[src/tcts_pkg.sv]
`default_nettype none
package tcts_pkg;

    localparam int unsigned BLOCK_BYTES = 512;

    localparam int unsigned LEN_W   = 10;
    localparam int unsigned BLOCK_W = 16;
    localparam int unsigned TIMER_W = 24;
    localparam int unsigned TICKS_W = 16;
    localparam int unsigned RETRY_W = 3;
    localparam int unsigned HDR_BYTES = 4;

    localparam logic [LEN_W-1:0] BLOCK_LEN = LEN_W'(BLOCK_BYTES);
    localparam logic [LEN_W-1:0] HDR_LEN   = LEN_W'(HDR_BYTES);
    localparam logic [LEN_W-1:0] MAX_PKT   = LEN_W'(BLOCK_BYTES + HDR_BYTES);

    localparam logic [RETRY_W-1:0] RETRY_MAX = 3'd7;

    // configuration register indexes
    localparam logic CFG_TIMEOUT_TICKS = 1'b0;
    localparam logic CFG_RETRY_LIMIT   = 1'b1;

    localparam logic [TICKS_W-1:0] TIMEOUT_RESET = 16'd20000;
    localparam logic [RETRY_W-1:0] RETRY_RESET   = 3'd3;

    // actions
    localparam logic [1:0] ACT_START_READ  = 2'd0;
    localparam logic [1:0] ACT_START_WRITE = 2'd1;
    localparam logic [1:0] ACT_PACKET      = 2'd2;
    localparam logic [1:0] ACT_TICK        = 2'd3;

    // received opcodes
    localparam logic [15:0] OPC_DATA  = 16'd3;
    localparam logic [15:0] OPC_ACK   = 16'd4;
    localparam logic [15:0] OPC_ERROR = 16'd5;

    // send kinds
    localparam logic [2:0] KIND_NONE  = 3'd0;
    localparam logic [2:0] KIND_RRQ   = 3'd1;
    localparam logic [2:0] KIND_WRQ   = 3'd2;
    localparam logic [2:0] KIND_ACK   = 3'd3;
    localparam logic [2:0] KIND_DATA  = 3'd4;
    localparam logic [2:0] KIND_RETX  = 3'd5;
    localparam logic [2:0] KIND_ERROR = 3'd6;

    // status codes
    localparam logic [2:0] ST_OK         = 3'd0;
    localparam logic [2:0] ST_WRONG_SIZE = 3'd1;
    localparam logic [2:0] ST_UNEXPECTED = 3'd2;
    localparam logic [2:0] ST_STORE_ERR  = 3'd3;
    localparam logic [2:0] ST_RETRY_TMO  = 3'd4;
    localparam logic [2:0] ST_PEER_ERR   = 3'd5;

    typedef enum logic [2:0] {
        MODE_IDLE  = 3'b001,
        MODE_READ  = 3'b010,
        MODE_WRITE = 3'b100
    } mode_t;

    typedef struct packed {
        logic [2:0]         send_kind;
        logic [BLOCK_W-1:0] send_block;
        logic [LEN_W-1:0]   send_length;
        logic               store_payload;
        logic [LEN_W-1:0]   payload_length;
        logic [2:0]         status;
        logic               session_done;
        logic               last_result;
    } result_t;

    // results produced by one request: count is 0, 1 or 2
    typedef struct packed {
        logic [1:0] count;
        result_t    first;
        result_t    second;
    } result_push_t;

    function automatic result_t mk_result(
        input logic [2:0]         kind,
        input logic [BLOCK_W-1:0] blk,
        input logic [LEN_W-1:0]   slen,
        input logic               store,
        input logic [LEN_W-1:0]   plen,
        input logic [2:0]         status,
        input logic               done,
        input logic               last
    );
        result_t r;
        r.send_kind      = kind;
        r.send_block     = blk;
        r.send_length    = slen;
        r.store_payload  = store;
        r.payload_length = plen;
        r.status         = status;
        r.session_done   = done;
        r.last_result    = last;
        return r;
    endfunction

endpackage
`default_nettype wire

[src/tftp_client_transfer_sequencer_core.sv]
// Client-side TFTP transfer sequencer. Each request (start read, start write,
// received packet header, or timer tick) is captured in an input register and
// resolved against the session state once the result queue has room; the
// results it produces (at most two) go into a four-entry result queue. A new
// request is taken every clock cycle while the input register is empty or the
// queue has room for two more results, so requests can arrive back to back; the
// input stalls only when results back up because the output side stalls or
// drains one result per cycle behind requests that produce two. A result
// passes through the input register and then the result queue, whose head
// drives the output directly. The user must write the configuration registers
// (timeout_ticks at index 0, retry_limit at index 1) only while no request is
// in flight; the block itself does not enforce this.
`default_nettype none
module tftp_client_transfer_sequencer_core (
    input  wire logic                          clk,
    input  wire logic                          rst_n,
    input  wire logic                          write_enable,
    input  wire logic                          write_index,
    input  wire logic [tcts_pkg::TICKS_W-1:0]  write_data,
    input  wire logic                          in_valid,
    output logic                               in_stall,
    input  wire logic [1:0]                    action,
    input  wire logic [tcts_pkg::LEN_W-1:0]    packet_length,
    input  wire logic [15:0]                   packet_opcode,
    input  wire logic [tcts_pkg::BLOCK_W-1:0]  packet_block,
    input  wire logic [tcts_pkg::LEN_W-1:0]    next_chunk_length,
    input  wire logic                          store_succeeded,
    output logic                               out_valid,
    input  wire logic                          out_stall,
    output logic [2:0]                         send_kind,
    output logic [tcts_pkg::BLOCK_W-1:0]       send_block,
    output logic [tcts_pkg::LEN_W-1:0]         send_length,
    output logic                               store_payload,
    output logic [tcts_pkg::LEN_W-1:0]         payload_length,
    output logic [2:0]                         status,
    output logic                               session_done,
    output logic                               last_result
);

    tcts_pkg::result_push_t push;
    tcts_pkg::result_t      head;
    logic                   fifo_room;

    tcts_engine u_engine (
        .clk               (clk),
        .rst_n             (rst_n),
        .write_enable      (write_enable),
        .write_index       (write_index),
        .write_data        (write_data),
        .in_valid          (in_valid),
        .in_stall          (in_stall),
        .action            (action),
        .packet_length     (packet_length),
        .packet_opcode     (packet_opcode),
        .packet_block      (packet_block),
        .next_chunk_length (next_chunk_length),
        .store_succeeded   (store_succeeded),
        .fifo_room         (fifo_room),
        .push              (push)
    );

    tcts_result_fifo u_fifo (
        .clk       (clk),
        .rst_n     (rst_n),
        .push      (push),
        .room      (fifo_room),
        .out_valid (out_valid),
        .out_stall (out_stall),
        .head      (head)
    );

    assign send_kind      = head.send_kind;
    assign send_block     = head.send_block;
    assign send_length    = head.send_length;
    assign store_payload  = head.store_payload;
    assign payload_length = head.payload_length;
    assign status         = head.status;
    assign session_done   = head.session_done;
    assign last_result    = head.last_result;

endmodule
`default_nettype wire

[src/tcts_engine.sv]
`default_nettype none
module tcts_engine (
    input  wire logic                             clk,
    input  wire logic                             rst_n,
    input  wire logic                             write_enable,
    input  wire logic                             write_index,
    input  wire logic [tcts_pkg::TICKS_W-1:0]     write_data,
    input  wire logic                             in_valid,
    output logic                                  in_stall,
    input  wire logic [1:0]                       action,
    input  wire logic [tcts_pkg::LEN_W-1:0]       packet_length,
    input  wire logic [15:0]                      packet_opcode,
    input  wire logic [tcts_pkg::BLOCK_W-1:0]     packet_block,
    input  wire logic [tcts_pkg::LEN_W-1:0]       next_chunk_length,
    input  wire logic                             store_succeeded,
    input  wire logic                             fifo_room,
    output tcts_pkg::result_push_t                push
);

    logic [tcts_pkg::TICKS_W-1:0]  timeout_reg;
    logic [tcts_pkg::RETRY_W-1:0]  retry_limit_reg;

    logic                          in_valid_reg;
    logic [1:0]                    action_reg;
    logic [tcts_pkg::LEN_W-1:0]    plen_reg;
    logic [15:0]                   opcode_reg;
    logic [tcts_pkg::BLOCK_W-1:0]  pblk_reg;
    logic [tcts_pkg::LEN_W-1:0]    chunk_reg;
    logic                          stored_reg;

    tcts_pkg::mode_t               mode_reg, mode_next;
    logic [tcts_pkg::BLOCK_W-1:0]  block_reg, block_next;
    logic                          final_reg, final_next;
    logic [tcts_pkg::RETRY_W-1:0]  retry_reg, retry_next;
    logic [tcts_pkg::TIMER_W-1:0]  timer_reg, timer_next;

    logic                          fire;
    logic                          load;
    logic [tcts_pkg::TICKS_W-1:0]  base;
    logic [tcts_pkg::TIMER_W-1:0]  timer_dec;
    logic [tcts_pkg::RETRY_W-1:0]  retry_inc;
    logic [tcts_pkg::LEN_W-1:0]    pay;
    logic [tcts_pkg::LEN_W-1:0]    chunk;
    logic [tcts_pkg::BLOCK_W-1:0]  blk_inc;
    logic                          bad_size;

    assign fire     = in_valid_reg && fifo_room;
    assign in_stall = in_valid_reg && !fifo_room;
    assign load     = in_valid && !in_stall;

    assign base      = (timeout_reg == '0) ? tcts_pkg::TICKS_W'(1) : timeout_reg;
    assign timer_dec = timer_reg - tcts_pkg::TIMER_W'(1);
    assign retry_inc = retry_reg + tcts_pkg::RETRY_W'(1);
    assign pay       = plen_reg - tcts_pkg::HDR_LEN;
    assign chunk     = (chunk_reg > tcts_pkg::BLOCK_LEN) ? tcts_pkg::BLOCK_LEN : chunk_reg;
    assign blk_inc   = block_reg + tcts_pkg::BLOCK_W'(1);
    assign bad_size  = (plen_reg < tcts_pkg::HDR_LEN) || (plen_reg > tcts_pkg::MAX_PKT);

    always_ff @(posedge clk or negedge rst_n)
    begin
        if (!rst_n)
        begin
            timeout_reg     <= tcts_pkg::TIMEOUT_RESET;
            retry_limit_reg <= tcts_pkg::RETRY_RESET;
        end
        else if (write_enable)
        begin
            unique case (write_index)
                tcts_pkg::CFG_TIMEOUT_TICKS: timeout_reg <= write_data;
                tcts_pkg::CFG_RETRY_LIMIT:
                    retry_limit_reg <= write_data[tcts_pkg::RETRY_W-1:0];
                default: ;
            endcase
        end
    end

    always_ff @(posedge clk or negedge rst_n)
    begin
        if (!rst_n)
            in_valid_reg <= 1'b0;
        else if (load)
            in_valid_reg <= 1'b1;
        else if (fire)
            in_valid_reg <= 1'b0;
    end

    always_ff @(posedge clk)
    begin
        if (load)
        begin
            action_reg <= action;
            plen_reg   <= packet_length;
            opcode_reg <= packet_opcode;
            pblk_reg   <= packet_block;
            chunk_reg  <= next_chunk_length;
            stored_reg <= store_succeeded;
        end
    end

    always_ff @(posedge clk or negedge rst_n)
    begin
        if (!rst_n)
        begin
            mode_reg  <= tcts_pkg::MODE_IDLE;
            block_reg <= '0;
            final_reg <= 1'b0;
            retry_reg <= '0;
            timer_reg <= '0;
        end
        else if (fire)
        begin
            mode_reg  <= mode_next;
            block_reg <= block_next;
            final_reg <= final_next;
            retry_reg <= retry_next;
            timer_reg <= timer_next;
        end
    end

    always_comb
    begin
        mode_next   = mode_reg;
        block_next  = block_reg;
        final_next  = final_reg;
        retry_next  = retry_reg;
        timer_next  = timer_reg;
        push.count  = 2'd0;
        push.first  = '0;
        push.second = '0;

        unique case (action_reg)
            tcts_pkg::ACT_START_READ, tcts_pkg::ACT_START_WRITE:
            begin
                if (mode_reg == tcts_pkg::MODE_IDLE)
                begin
                    mode_next  = (action_reg == tcts_pkg::ACT_START_READ) ?
                                 tcts_pkg::MODE_READ : tcts_pkg::MODE_WRITE;
                    block_next = '0;
                    final_next = 1'b0;
                    retry_next = '0;
                    timer_next = tcts_pkg::TIMER_W'(base);
                    push.count = 2'd1;
                    push.first = tcts_pkg::mk_result(
                        (action_reg == tcts_pkg::ACT_START_READ) ?
                            tcts_pkg::KIND_RRQ : tcts_pkg::KIND_WRQ,
                        '0, '0, 1'b0, '0, tcts_pkg::ST_OK, 1'b0, 1'b1);
                end
            end
            tcts_pkg::ACT_TICK:
            begin
                if (mode_reg != tcts_pkg::MODE_IDLE && timer_reg != '0)
                begin
                    timer_next = timer_dec;
                    if (timer_dec == '0)
                    begin
                        if (retry_reg > retry_limit_reg || retry_reg == tcts_pkg::RETRY_MAX)
                        begin
                            // retries exhausted: retransmit, then abort
                            push.count  = 2'd2;
                            push.first  = tcts_pkg::mk_result(tcts_pkg::KIND_RETX,
                                block_reg, '0, 1'b0, '0, tcts_pkg::ST_OK, 1'b0, 1'b0);
                            push.second = tcts_pkg::mk_result(tcts_pkg::KIND_ERROR,
                                '0, '0, 1'b0, '0, tcts_pkg::ST_RETRY_TMO, 1'b1, 1'b1);
                            mode_next   = tcts_pkg::MODE_IDLE;
                            timer_next  = '0;
                            retry_next  = '0;
                        end
                        else
                        begin
                            // back off: reload with base doubled per retry
                            retry_next = retry_inc;
                            timer_next = tcts_pkg::TIMER_W'(base) << retry_inc;
                            push.count = 2'd1;
                            push.first = tcts_pkg::mk_result(tcts_pkg::KIND_RETX,
                                block_reg, '0, 1'b0, '0, tcts_pkg::ST_OK, 1'b0, 1'b1);
                        end
                    end
                end
            end
            tcts_pkg::ACT_PACKET:
            begin
                if (mode_reg != tcts_pkg::MODE_IDLE)
                begin
                    if (bad_size)
                    begin
                        push.count = 2'd1;
                        push.first = tcts_pkg::mk_result(tcts_pkg::KIND_ERROR,
                            '0, '0, 1'b0, '0, tcts_pkg::ST_WRONG_SIZE, 1'b1, 1'b1);
                        mode_next  = tcts_pkg::MODE_IDLE;
                        timer_next = '0;
                        retry_next = '0;
                    end
                    else if (opcode_reg == tcts_pkg::OPC_ERROR)
                    begin
                        push.count = 2'd1;
                        push.first = tcts_pkg::mk_result(tcts_pkg::KIND_NONE,
                            '0, '0, 1'b0, '0, tcts_pkg::ST_PEER_ERR, 1'b0, 1'b1);
                    end
                    else if (mode_reg == tcts_pkg::MODE_READ)
                    begin
                        if (opcode_reg != tcts_pkg::OPC_DATA)
                        begin
                            push.count = 2'd1;
                            push.first = tcts_pkg::mk_result(tcts_pkg::KIND_ERROR,
                                '0, '0, 1'b0, '0, tcts_pkg::ST_UNEXPECTED, 1'b1, 1'b1);
                            mode_next  = tcts_pkg::MODE_IDLE;
                            timer_next = '0;
                            retry_next = '0;
                        end
                        else if (pblk_reg == blk_inc)
                        begin
                            if (pay != '0 && !stored_reg)
                            begin
                                push.count = 2'd1;
                                push.first = tcts_pkg::mk_result(tcts_pkg::KIND_ERROR,
                                    '0, '0, 1'b0, '0, tcts_pkg::ST_STORE_ERR, 1'b1, 1'b1);
                                mode_next  = tcts_pkg::MODE_IDLE;
                                timer_next = '0;
                                retry_next = '0;
                            end
                            else
                            begin
                                block_next = pblk_reg;
                                retry_next = '0;
                                timer_next = tcts_pkg::TIMER_W'(base);
                                push.count = 2'd1;
                                push.first = tcts_pkg::mk_result(tcts_pkg::KIND_ACK,
                                    pblk_reg, '0, pay != '0, pay, tcts_pkg::ST_OK,
                                    pay < tcts_pkg::BLOCK_LEN, 1'b1);
                                // short block ends the read
                                if (pay < tcts_pkg::BLOCK_LEN)
                                begin
                                    mode_next  = tcts_pkg::MODE_IDLE;
                                    timer_next = '0;
                                end
                            end
                        end
                    end
                    else
                    begin
                        if (opcode_reg != tcts_pkg::OPC_ACK)
                        begin
                            push.count = 2'd1;
                            push.first = tcts_pkg::mk_result(tcts_pkg::KIND_ERROR,
                                '0, '0, 1'b0, '0, tcts_pkg::ST_UNEXPECTED, 1'b1, 1'b1);
                            mode_next  = tcts_pkg::MODE_IDLE;
                            timer_next = '0;
                            retry_next = '0;
                        end
                        else if (pblk_reg == block_reg)
                        begin
                            if (final_reg)
                            begin
                                push.count = 2'd1;
                                push.first = tcts_pkg::mk_result(tcts_pkg::KIND_NONE,
                                    '0, '0, 1'b0, '0, tcts_pkg::ST_OK, 1'b1, 1'b1);
                                mode_next  = tcts_pkg::MODE_IDLE;
                                timer_next = '0;
                                retry_next = '0;
                            end
                            else
                            begin
                                block_next = blk_inc;
                                final_next = chunk < tcts_pkg::BLOCK_LEN;
                                retry_next = '0;
                                timer_next = tcts_pkg::TIMER_W'(base);
                                push.count = 2'd1;
                                push.first = tcts_pkg::mk_result(tcts_pkg::KIND_DATA,
                                    blk_inc, chunk, 1'b0, '0, tcts_pkg::ST_OK,
                                    1'b0, 1'b1);
                            end
                        end
                    end
                end
            end
            default: ;
        endcase

        if (!fire)
            push.count = 2'd0;
    end

endmodule
`default_nettype wire

[src/tcts_result_fifo.sv]
`default_nettype none
module tcts_result_fifo (
    input  wire logic                   clk,
    input  wire logic                   rst_n,
    input  wire tcts_pkg::result_push_t push,
    output logic                        room,
    output logic                        out_valid,
    input  wire logic                   out_stall,
    output tcts_pkg::result_t           head
);

    localparam int unsigned DEPTH = 4;
    localparam int unsigned PTR_W = $clog2(DEPTH);
    localparam int unsigned CNT_W = PTR_W + 1;

    tcts_pkg::result_t  mem [DEPTH];
    logic [PTR_W-1:0]   wr_ptr_reg, rd_ptr_reg;
    logic [CNT_W-1:0]   count_reg, count_next;
    logic               pop;
    logic [PTR_W-1:0]   wr_ptr_inc;

    assign out_valid  = (count_reg != '0);
    assign pop        = out_valid && !out_stall;
    assign head       = mem[rd_ptr_reg];
    // two free slots are needed for the worst-case request
    assign room       = (count_reg <= CNT_W'(DEPTH - 2));
    assign wr_ptr_inc = wr_ptr_reg + PTR_W'(1);
    assign count_next = count_reg + CNT_W'(push.count) - CNT_W'(pop);

    always_ff @(posedge clk or negedge rst_n)
    begin
        if (!rst_n)
        begin
            wr_ptr_reg <= '0;
            rd_ptr_reg <= '0;
            count_reg  <= '0;
        end
        else
        begin
            wr_ptr_reg <= wr_ptr_reg + PTR_W'(push.count);
            if (pop)
                rd_ptr_reg <= rd_ptr_reg + PTR_W'(1);
            count_reg <= count_next;
        end
    end

    always_ff @(posedge clk)
    begin
        if (push.count != 2'd0)
            mem[wr_ptr_reg] <= push.first;
        if (push.count == 2'd2)
            mem[wr_ptr_inc] <= push.second;
    end

endmodule
`default_nettype wire

[config.mk]
export PLATFORM = sky130hd
export DESIGN_NAME = tftp_client_transfer_sequencer_core
export DESIGN_NICKNAME = d
export VERILOG_FILES = /design/src/tcts_pkg.sv /design/src/tftp_client_transfer_sequencer_core.sv /design/src/tcts_engine.sv /design/src/tcts_result_fifo.sv
export SDC_FILE = /design/constraint.sdc
export NUM_CORES = 1
export LEC_CHECK = 0
export ABC_AREA = 1
export BUFFER_PORTS_ARGS = -buffer_cell sky130_fd_sc_hd__buf_2
export CORE_AREA = 3 3 181 165
export DETAILED_ROUTE_END_ITERATION = 10
export DIE_AREA = 0 0 184 168
export GPL_TIMING_DRIVEN = 0
export PLACE_DENSITY = 0.79
export RECOVER_POWER = 25
export SLEW_MARGIN = 20
export SYNTH_ARGS = -nofsm -noshare
export SYNTH_HDL_FRONTEND = slang
export SYNTH_SLANG_ARGS = --single-unit
[constraint.sdc]
create_clock -name clk -period 7.5 [get_ports clk]
set_input_delay 0.375 -clock clk [delete_from_list [all_inputs] [get_ports clk]]
set_output_delay 0.375 -clock clk [all_outputs]
set_load 0.02 [all_outputs]
==> out/results.txt, run 1 <==
Most common cell after layout, fill and taps aside -> nand2_1
Pins over their slew limit -> 77
Post-synth ARST share -> 0.2395
Nets -> 2605
Critical Path Most Common Cell -> nor2_1
Placed cells -> 2784
GR peak layer -> met1
Number of max-cap violations -> 2
Max-slew headroom -> -0.5679
Drt initial violations -> 2436
Final Skew -> 24.88 ps
Critical path endpoint category -> flip-flop
Initial Util -> 0.5974
Required time worst endpoint -> 8020 ps
Routed WL -> 55.95 mm
Per-cell routed wire length -> 19.33 µm
Die X -> 184 µm
Hold crit path type -> in -> reg
Synthesized flop and latch total -> 309
Reg clk slew, reported paths -> 60 ps
P&R area growth vs syn -> 16.00%
Ys flop type -> dfxtp_1
Critical path class -> reg -> reg
Vias per inst -> 6.060
Largest net degree at the start of global routing -> 41
Crit-path slowest cell -> fa_1
GR met3 Demand/Resource -> 0.08144
Vias in the first global route -> 16020
Final WS setup -> 3440 ps
WP depth -> 18
Hold-critical path depth -> 2
Delay of the slowest critical-path stage -> 430 ps
Post-Syn Area -> 16730 µm²
IO Pins -> 124
Setup crit start kind -> flip-flop
Cell family with most CP delay -> simple AND/OR/NAND/NOR gates
Synth cell types -> 51
First-pass GRT wire length -> 87.01 mm
Synth Area in Simple Gates -> 0.3306
CP Cell Sequence -> inv_1, ha_1, inv_1, nor2_2, nand2_1, o21ai_1, nand2_1, nor2_1, nand3_1, nor2_1, nand4_1, nor2_1, buf_2, nand3_1, ha_1, fa_1, xnor2_1, xor2_1
Syn Area/Cell -> 7.282 µm²
Most frequent cells in the layout -> nand2_1 (520), nand3_1 (403), nor2_1 (237), o21ai_0 (199), inv_1 (170)
Residual DRC count -> 0
Status -> complete, but fails checks
YS warnings -> 0
CTS tree -> yes
Buffer and inverter count on the worst path -> 3
Root buffer cell -> clkbuf_16
Clock latency on the worst-skew pair -> 600 ps
Inserted Clock Buffers -> 31
Post-route non-filler standard cell count -> 2895
CP max FO -> 10
Place WS -> 3548 ps
Power per cell area -> 364.3 nW/µm²
Vias -> 17550
Pre-antenna DRT Iters -> 10
Seq/Total Area, Yosys -> 0.4373
Fin util -> 0.6930
Number of antenna violations at the first check in global routing -> 0
Setup violations, final -> 0
Failing checks -> capacitance limit, slew limit
GRT met1 Usage -> 0.5223
Multiplexer share of the synthesized area -> 0.004262
Share of layout cells above drive strength 1 -> 0.1050
GP Congestion -> 1.001
P_leak -> 8.965 nW
Std cell rows -> 58
Fin Setup TNS -> 0 ps
H-Tree Depth -> 1
Core ar. -> 28010 µm²
Area of the die -> 30910 µm²
Post-Synth XOR/XNOR Area -> 0.02176
DIE HEIGHT -> 168 µm
DRT antenna net count -> 0
Port Buf Inserts -> 123
RSZ-0062 raised after global routing -> false
Syn_nets -> 2390
WP data arrival -> 4580 ps
Max reg flops -> 180
Largest family of logic cells by synthesized area -> simple AND/OR/NAND/NOR gates
CTS Sinks -> 309
Max Clk Rate -> 0.2463 GHz
Post-layout min period -> 4060 ps
Post-Synth Adder-Cell Area -> 0.01166
DPL Wire Length -> 40.36 mm
GR Overflow Total -> 0
Fill cell count -> 2301
GR Util All Layers -> 0.3529
Post-synth EDFFs -> 75
Max IR drop VDD -> 0.0002308 V
R2R depth -> 18
Mapped Cells -> 2298
CTS max path bufs -> 3
Least-Margin Pin Slew -> 2352 ps
Met2 Usage GRT -> 0.5151
Final period util -> 0.5414
Synth Area in Compound Gates -> 0.1145
Endpoints failing hold -> 0
## worst reg2reg max path: stages, from the launching register on
cell and delay (ps):
dfrtp_1 400, inv_1 110, ha_1 210, inv_1 90, nor2_2 250, nand2_1 180, o21ai_1 150, nand2_1 90
nor2_1 170, nand3_1 120, nor2_1 140, nand4_1 180, nor2_1 220, buf_2 350, nand3_1 190, ha_1 380
fa_1 430, xnor2_1 180, xor2_1 170
## stage by stage
stage,power [W],hold slack (ps),cell area [µm²]
after floorplan,0.004315,79.41,16730
after global placement,0.005285,447.1,17800
after detailed placement,0.005356,373.4,17870
after CTS,0.006940,17.26,19430
after global routing,0.007446,24.53,19410
final,0.007072,27.49,19410
## synth_stat cells (2+ instances only)
library cell  instances  area share
nand2_4               2      0.0013
clkbuf_2              2     0.00060
nand3_1             403        0.12
dfstp_2               8       0.013
xnor2_1              13      0.0068
xor2_1               23       0.012
buf_2                35       0.010
buf_1                 5      0.0011
a311oi_1              2      0.0010
ha_1                 14       0.010
nor2_2               10      0.0037
xor2_2                3      0.0029
nor4_1                7      0.0026
clkbuf_1             73       0.016
buf_4                11      0.0049
edfxtp_1             75        0.13
dfxtp_1             160        0.19
nor2_4                5      0.0034
nor3_1               21      0.0063
inv_1               170       0.038
nand2_1             520        0.12
nor3b_1               7      0.0031
o21ai_1               2     0.00060
nand2_2               7      0.0026
nand3b_1              2     0.00090
dfrtp_1              66       0.099
mux2i_1               6      0.0036
nand4_1              30       0.011
a21oi_1              51       0.015
nor2_1              238       0.053
a31oi_1               3      0.0011
and3_1                2     0.00075
o22ai_1              73       0.027
a22oi_1               9      0.0040
buf_6                 9      0.0061
o211ai_1              5      0.0022
inv_2                 9      0.0020
o21ai_0             199       0.060
o31ai_1               3      0.0013
nand3_2               4      0.0024
## cell families (layout without fill, tap and decap cells)
family,Yosys count,after routing
AOI/OAI and AO/OA,351,351
xor gates and xnor gates,39,39
buffers and inverters,315,551
DFF,309,309
other,0,1
and+or+nand+nor,1262,1262
muxes,7,7
adders and majority gates,15,15
## worst paths after layout
check	from	endpoint	slack [ps]
worst max-delay path	u_engine.timer_reg[0]	u_fifo.count_reg[2]	3440
worst min-delay path	write_data[15]	u_engine.timeout_reg[15]	30
worst max register to register	u_engine.timer_reg[0]	u_fifo.count_reg[2]	3440
worst min register to register	u_fifo.mem[1][18]	u_fifo.mem[1][18]	460
max in group asynchronous	rst_n	u_engine.block_reg[1]	3540
min in group asynchronous	rst_n	u_fifo.count_reg[0]	900
## report_power, final
part / leakage [nW] / switching (W) / total [W] / internal, W
clock: 0.490 / 0.000680 / 0.00158 / 0.000901
combinational: 5.61 / 0.00236 / 0.00329 / 0.000933
sequential: 2.87 / 0.000224 / 0.00220 / 0.00197
## layer usage
metal	up-vias	wire [µm]
li1	8153	-
met1	8118	23840
met2	1136	23680
met3	138	6760
met4	0	1676
met5	-	0
## layout make-up
class	count	area, µm²	area share
multi-input combinational	1674	8087	0.4166
clock buffer	45	868.3	0.04473
timing repair buffer	182	1216	0.06265
tap	360	450.4	0.02320
inverter	180	675.6	0.03481
clock inverter	9	132.6	0.006833
sequential	309	7317	0.3770
antenna	1	2.502	0.0001289
buffer	135	661.9	0.03410
## timing repair
| item | in CTS | in global routing |
|---|---|---|
| setup buffers | 0 | 0 |
| gates resized for setup | 0 | 0 |
| hold buffers | 56 | 0 |
| endpoints found under the hold margin | 85 | 0 |
Note: power is estimated with default switching activity, not from simulation.
==> inputs of run 2 (changes only) <==
CORE_AREA = 3 3 188 172   (was 3 3 181 165)
DIE_AREA = 0 0 191 175   (was 0 0 184 168)
PLACE_DENSITY = 0.76   (was 0.79)
clock period = 3.3 ns   (was 7.5 ns; I/O delays follow)
==> out/results.txt, run 2 (synthesis results as in run 1) <==
Status -> complete, but fails checks (unchanged)
Failing checks -> setup timing (was capacitance limit, slew limit)
Least-Margin Pin Slew -> 1410 ps (was 2352 ps)
Required time worst endpoint -> 3750 ps (was 8020 ps)
Endpoints failing hold -> 0 (unchanged)
Port Buf Inserts -> 123 (unchanged)
Crit-path slowest cell -> dfrtp_1 (was fa_1)
Buffer and inverter count on the worst path -> 1 (was 3)
Vias -> 17620 (was 17550)
Worst R2R End -> u_fifo.count_reg[2] (unchanged)
Max-slew headroom -> 0.05995 (was -0.5679)
Sequential power share -> 0.302 (was 0.311)
WP data arrival -> 3760 ps (was 4580 ps)
Cell family with most CP delay -> simple AND/OR/NAND/NOR gates (unchanged)
Place WS -> -691.0 ps (was 3548 ps)
Most common cell after layout, fill and taps aside -> nand2_1 (unchanged)
GP Congestion -> 0.9821 (was 1.001)
P_leak -> 9.444 nW (was 8.965 nW)
Number of max-cap violations -> 0 (was 2)
Pre-antenna DRT Iters -> 6 (was 10)
Power per cell area -> 818.1 nW/µm² (was 364.3 nW/µm²)
GR Util All Layers -> 0.3324 (was 0.3529)
DPL Wire Length -> 40.22 mm (was 40.36 mm)
Setup violations, final -> 1 (was 0)
Vias per inst -> 5.852 (was 6.060)
Max Clk Rate -> 0.3026 GHz (was 0.2463 GHz)
CTS max path bufs -> 3 (unchanged)
Root buffer cell -> clkbuf_16 (unchanged)
Share of layout cells above drive strength 1 -> 0.1545 (was 0.1050)
Pins over their slew limit -> 0 (was 77)
CP max FO -> 4 (was 10)
IO Pins -> 124 (unchanged)
Clock share of power -> 0.234 (was 0.224)
Comb pwr share -> 0.464 (was 0.466)
DP Area -> 17940 µm² (was 17870 µm²)
Clock latency on the worst-skew pair -> 550 ps (was 600 ps)
H-Tree Depth -> 2 (was 1)
Final WS setup -> -5.060 ps (was 3440 ps)
Critical path class -> reg -> reg (unchanged)
WP depth -> 16 (was 18)
CP startpoint -> u_engine.timer_reg[1] (was u_engine.timer_reg[0])
Nets -> 2668 (was 2605)
Register-to-register setup slack -> -5 ps (was 3440 ps)
Initial Util -> 0.5467 (was 0.5974)
Delay of the slowest critical-path stage -> 420 ps (was 430 ps)
Hold-critical path depth -> 3 (was 2)
# diodes -> 0 (was 1)
Area of the die -> 33430 µm² (was 30910 µm²)
Routed WL -> 56.60 mm (was 55.95 mm)
Hold crit path type -> in -> reg (unchanged)
Finished Cell Area -> 20570 µm² (was 19410 µm²)
Final Skew -> 24.62 ps (was 24.88 ps)
Critical path endpoint category -> flip-flop (unchanged)
Setup crit start kind -> flip-flop (unchanged)
Final period util -> 1.002 (was 0.5414)
CTS tree -> yes (unchanged)
Number of antenna violations at the first check in global routing -> 0 (unchanged)
Vias in the first global route -> 16600 (was 16020)
Worst setup endpoint -> u_fifo.count_reg[2] (unchanged)
CP Cell Sequence -> nor2_1, nand2_2, nor2_4, xnor2_4, nand2_2, nor3_2, nand4_1, nor2_1, nand4_1, nor2_2, buf_6, nand3_4, ha_4, fa_2, xnor2_1, xor2_1 (was inv_1, ha_1, inv_1, nor2_2, nand2_1, o21ai_1, nand2_1, nor2_1, nand3_1, nor2_1, nand4_1, nor2_1, buf_2, nand3_1, ha_1, fa_1, xnor2_1, xor2_1)
DIE HEIGHT -> 175 µm (was 168 µm)
Std cell rows -> 61 (was 58)
Post-layout min period -> 3305 ps (was 4060 ps)
Reg-to-Reg Start -> u_engine.timer_reg[1] (was u_engine.timer_reg[0])
Net switching power -> 0.007635 W (was 0.003264 W)
Fill cell count -> 2564 (was 2301)
Post-route non-filler standard cell count -> 3011 (was 2895)
DRT antenna net count -> 0 (unchanged)
Max IR drop VDD -> 0.0004545 V (was 0.0002308 V)
Switch share -> 0.4537 (was 0.4616)
Residual DRC count -> 0 (unchanged)
Per-cell routed wire length -> 18.80 µm (was 19.33 µm)
R2R depth -> 16 (was 18)
Worst hold margin -> 36.92 ps (was 27.49 ps)
GR Overflow Total -> 0 (unchanged)
Placed cells -> 2833 (was 2784)
Most frequent cells in the layout -> nand2_1 (500), nand3_1 (397), nor2_1 (218), o21ai_0 (196), inv_1 (165) (was nand2_1 (520), nand3_1 (403), nor2_1 (237), o21ai_0 (199), inv_1 (170))
Largest net degree at the start of global routing -> 51 (was 41)
RSZ-0062 raised after global routing -> true (was false)
First-pass GRT wire length -> 88.93 mm (was 87.01 mm)
Drt initial violations -> 2071 (was 2436)
CTS Sinks -> 309 (unchanged)
Reg clk slew, reported paths -> 60 ps (about the same)
Die X -> 191 µm (was 184 µm)
Inserted Clock Buffers -> 34 (was 31)
Core ar. -> 30610 µm² (was 28010 µm²)
Internal -> 0.009193 W (was 0.003808 W)
P&R area growth vs syn -> 22.92% (was 16.00%)
Max reg flops -> 180 (unchanged)
## run 2: final cells by class
cell class              count  area [µm²]  area share
well taps                 409       511.7     0.02488
clock inverters            14       166.4    0.008090
clock buffers              48       974.7     0.04738
inverters                 180       678.2     0.03297
flip-flops and latches    309        7328      0.3563
repair buffers            244        1765     0.08583
multi-input cells        1674        8453      0.4109
plain buffers             133       691.9     0.03364
## run 2: power groups by stage
stage,Clock [W],Combinational [W],Sequential [W]
after floorplan,0,0.00492,0.00488
after global placement,0,0.00698,0.00505
after detailed placement,0,0.00711,0.00505
after CTS,0.00394,0.00740,0.00499
after global routing,0.00410,0.00850,0.00513
final,0.00394,0.00781,0.00508
## run 2: worst min path at each step
stage                     slack (ps)                     endpoint         startpoint
after detailed placement         100     u_engine.timeout_reg[13]              rst_n
after CTS                         30  u_engine.retry_limit_reg[2]        write_index
after global routing              70     u_engine.timeout_reg[15]       write_enable
after floorplan                 -130        u_engine.block_reg[0]              rst_n
after global placement           340      u_engine.opcode_reg[14]  packet_opcode[14]
final                             40  u_engine.retry_limit_reg[2]        write_index
## run 2: worst min-delay path: cells and delay by family
kind,cells,cell delay (ps)
buffers and inverters,1,100
and+or+nand+nor,1,140
AOI/OAI and AO/OA,1,100
## run 2: timing repair
action                     in CTS  in global routing
hold buffers                   76                  0
buffers inserted               28                 14
pin swaps                      13                 24
setup endpoints to repair     224                244
gates cloned                    0                  0
resized for setup              46                 85
hold endpoints to repair      146                  0
## run 2: per-stage QoR
step	utilization	setup TNS (ps)	total power (W)
6_report	0.6721	-5.060	0.01683
5_1_grt	0.6721	-3484	0.01773
4_1_cts	0.6599	-77.72	0.01634
3_5_place_dp	0.5861	-47680	0.01216
3_3_place_gp	0.5837	-38030	0.01203
2_1_floorplan	-	0	0.009801
## run 2: per-layer routing
layer | up-vias | share of wire | global-route usage
met5 | - | 0 | 0
met4 | 0 | 0.032 | 0.1125
met3 | 162 | 0.10 | 0.06158
met2 | 966 | 0.46 | 0.5329
met1 | 8207 | 0.41 | 0.4550
li1 | 8284 | - | -
